==> src/lonn_ram.sv <==
// Generic single-port-write, registered-read RAM
`default_nettype none
module lonn_ram #(
  parameter int Width = 8,
  parameter int Depth = 16
) (
  input  wire logic                     clk_i,
  input  wire logic                     we_i,
  input  wire logic [$clog2(Depth)-1:0] waddr_i,
  input  wire logic [Width-1:0]         wdata_i,
  input  wire logic [$clog2(Depth)-1:0] raddr_i,
  output logic      [Width-1:0]         rdata_o
);
  logic [Width-1:0] mem_q [Depth];

  always_ff @(posedge clk_i) begin
    if (we_i) begin
      mem_q[waddr_i] <= wdata_i;
    end
    rdata_o <= mem_q[raddr_i];
  end
endmodule
`default_nettype wire

==> config.mk <==
export PLATFORM = sky130hd
export DESIGN_NAME = lonn_ram
export DESIGN_NICKNAME = d
export VERILOG_FILES = /design/src/lonn_ram.sv
export SDC_FILE = /design/constraint.sdc
export NUM_CORES = 1
export LEC_CHECK = 0
export BUFFER_PORTS_ARGS = -buffer_cell sky130_fd_sc_hd__buf_4
export CORE_ASPECT_RATIO = 0.75
export CORE_MARGIN = 10
export CORE_UTILIZATION = 54
export DETAILED_ROUTE_END_ITERATION = 12
export GPL_ROUTABILITY_DRIVEN = 0
export PLACE_DENSITY = 0.83
export SETUP_SLACK_MARGIN = 0.15
export SLEW_MARGIN = 20
export SYNTH_ARGS = -nofsm -noshare
export SYNTH_HDL_FRONTEND = slang
export SYNTH_SLANG_ARGS = --single-unit
==> constraint.sdc <==
create_clock -name clk_i -period 1.8 [get_ports clk_i]
set_clock_uncertainty 0.2 [all_clocks]
set_input_delay 0.09 -clock clk_i [delete_from_list [all_inputs] [get_ports clk_i]]
set_output_delay 0.09 -clock clk_i [all_outputs]
set_load 0.01 [all_outputs]
==> flow_metrics.env <==
export IMPL_worstSetupPathType="reg -> reg"
export IMPL_peakVddDrop_uv=1140
export IMPL_hold_worst_slack_ns=0.0324
export IMPL_synth_avg_cell_area_um2=22.5
export IMPL_die_h_um=105
export IMPL_setup_tns_final_ns=0
export IMPL_timing_rr_start="mem_q[11][6]"
export IMPL_initial_utilization_pct=56.2
export IMPL_cts_buffers=17
export IMPL_final_area_mm2=0.00639
export IMPL_diodes=0
export IMPL_first_pass_iters=5
export IMPL_root_buffer="clkbuf_16"
export IMPL_ant_nets=0
export IMPL_cts_setup_buffers=0
export IMPL_std_cell_rows=30
export IMPL_ys_seq_area_share_pct=77.8
export IMPL_netSwitchingPower_w=0.00150
export IMPL_clkPwrFrac_pct=49.6
export IMPL_clkLatencyLatePin_ns=0.41
export IMPL_setup_viol=0
export IMPL_drc=0
export IMPL_path_buf_inv=0
export IMPL_place_ws_ns=0.163
export IMPL_grt_start_max_net_pins=17
export IMPL_fmax_mhz=659
export IMPL_ys_warn_count=0
export IMPL_min_delay_start="raddr_i[1]"
export IMPL_core_mm2=0.00916
export IMPL_dpl_hpwl_mm=6.72
export IMPL_via_per_inst=5.75
export IMPL_antenna_found_initial=0
export IMPL_cpMaxStageDelayCell="mux4_2"
export IMPL_synthFlopType="edfxtp_1"
export IMPL_switching_share_pct=19.1
export IMPL_end_kind="flip-flop"
export IMPL_placed_area_mm2=0.00562
export IMPL_die_area_mm2=0.0139
export IMPL_layout_common_cells="edfxtp_1, buf_4, mux4_2, clkbuf_16, a22oi_1"
export IMPL_grt_pass1_wl_mm=16.0
export IMPL_p_per_area_mw_per_mm2=1230
export IMPL_ys_ff_latch=136
export IMPL_grt_ovfl_total=0
export IMPL_drv_slew=0
export IMPL_hold_violations=0
export IMPL_htree_levels=4
export IMPL_hold_path_class="in -> reg"
export IMPL_synth_edf_count=128
export IMPL_drv_cap=0
export IMPL_syn_inst=229
export IMPL_r2r_cells=3
export IMPL_nNetsFinal=313
export IMPL_grt_pass1_vias=2649
export IMPL_power_leakage_nw=2.21
export IMPL_hold_buffers=10
export IMPL_numPortBuffers=25
export IMPL_syn_num_nets=247
export IMPL_wl_mm=10.0
export IMPL_cp_top_family="multiplexers"
export IMPL_min_period_over_period_pct=84.3
export IMPL_crit_start="mem_q[11][6]"
export IMPL_crit_chain="mux4_2 > a22oi_1 > nand2_1"
export IMPL_setup_slack_ns=0.282
export IMPL_dr_first_iter_drc_count=332
export IMPL_layout_commonest_cell="edfxtp_1"
export IMPL_ios=26
export IMPL_clock_sinks=136
export IMPL_wl_per_cell_um=23.0
export IMPL_rsz0062_at_grt="false"
export IMPL_internal_power_w=0.00633
export IMPL_outcome="finished clean"
export IMPL_synth_distinct_cells=19
export IMPL_finalWorstPathRequiredPeriod_ns=1.52
export IMPL_seq_power_share_pct=45.6
export IMPL_grt_usage_pct=15.4
export IMPL_drive_gt1_share_pct=32.1
export IMPL_cts_reportedPaths_clkPinSlew_ns=0.06
export IMPL_syn_area_mm2=0.00515
export IMPL_cp_max_fo=1
export IMPL_path_depth=3
export IMPL_area_growth_pct=24.1
export IMPL_worst_slew_pin_transition_ns=0.433
export IMPL_slew_headroom_pct=71.1
export IMPL_whs_path_depth=4
export IMPL_die_w_um=133
export IMPL_synthArstFlopShare_pct=0
export IMPL_cts_tree="built"
export IMPL_cts_resized=0
export IMPL_crit_required_ns=1.89
export IMPL_start_kind="flip-flop"
export IMPL_fin_cells=436
export IMPL_combPwrFrac_pct=4.8
export IMPL_cts_path_max_buffers=2
export IMPL_arrival_ns=1.61
export IMPL_vias=2507
export IMPL_slowest_delay_ns=0.47
export IMPL_dp_cells=394
==> path summary, 6_finish.rpt <==
| kind | slack (ns) | endpoint |
|---|---|---|
| setup / recovery | 0.28 | rdata_o[6] |
| hold / removal | 0.03 | rdata_o[5] |
| setup reg to reg | 0.28 | rdata_o[6] |
| hold reg to reg | 0.48 | rdata_o[5] |
==> routing by layer <==
layer	vias to the layer above	GRT usage (%)	wire, um
li1	1105	-	-
met1	1278	21.7	4350
met2	115	22.1	4660
met3	9	5.55	921
met4	0	4.31	117
met5	-	0	0
==> state kept, by name, summed over array words and instances (netlist names) <==
name and count:
rdata_o 8, mem_q 128
==> per-stage QoR <==
step | power, W | utilization [%]
after floorplan | 0.00381 | -
after detailed placement | 0.00400 | 61.3
after global placement | 0.00398 | 61.3
after global routing | 0.00806 | 69.8
after CTS | 0.00790 | 69.8
final | 0.00783 | 69.8
==> cell type report <==
| type | count | area [um^2] |
|---|---|---|
| clock buffer | 17 | 425 |
| fill | 594 | 2770 |
| multi-input combinational | 83 | 1060 |
| clock inverter | 15 | 248 |
| tap | 128 | 160 |
| timing repair buffer | 57 | 490 |
| sequential | 136 | 4000 |
==> cell families (layout without fill, tap and decap cells) <==
logic type / after synthesis / in the layout / share of synthesized area [%]
muxes: 32 / 32 / 15.0
buffers and inverters: 10 / 89 / 1.68
and+or+nand+nor: 35 / 35 / 3.18
DFF: 136 / 136 / 77.8
AOI/OAI and AO/OA: 16 / 16 / 2.33
==> worst register-to-register path, cell delays in order (launching register included) <==
cell and delay, ns:
edfxtp_1 0.38, mux4_2 0.47, a22oi_1 0.26, nand2_1 0.10
==> cells in the mapped netlist, types with 2 or more instances <==
cell type / n / area share, %
nand3b_1: 2 / 0.29
nand2b_1: 2 / 0.24
buf_2: 3 / 0.29
dfxtp_1: 8 / 3.1
a22oi_1: 16 / 2.3
nand2_1: 9 / 0.66
edfxtp_1: 128 / 75
mux4_2: 18 / 7.9
mux4_1: 14 / 7.1
nor3_1: 4 / 0.39
nor2_1: 13 / 0.95
buf_6: 3 / 0.66
clkdlybuf4s25_2: 3 / 0.58
==> power by group through the flow <==
stage                     logic, W  clock network [W]  registers (W)
after floorplan           0.000180                  0        0.00363
after global placement    0.000351                  0        0.00363
after detailed placement  0.000368                  0        0.00363
after CTS                 0.000386            0.00394        0.00357
after global routing      0.000412            0.00407        0.00357
final                     0.000377            0.00388        0.00357
Note: power is estimated with default switching activity, not from simulation.
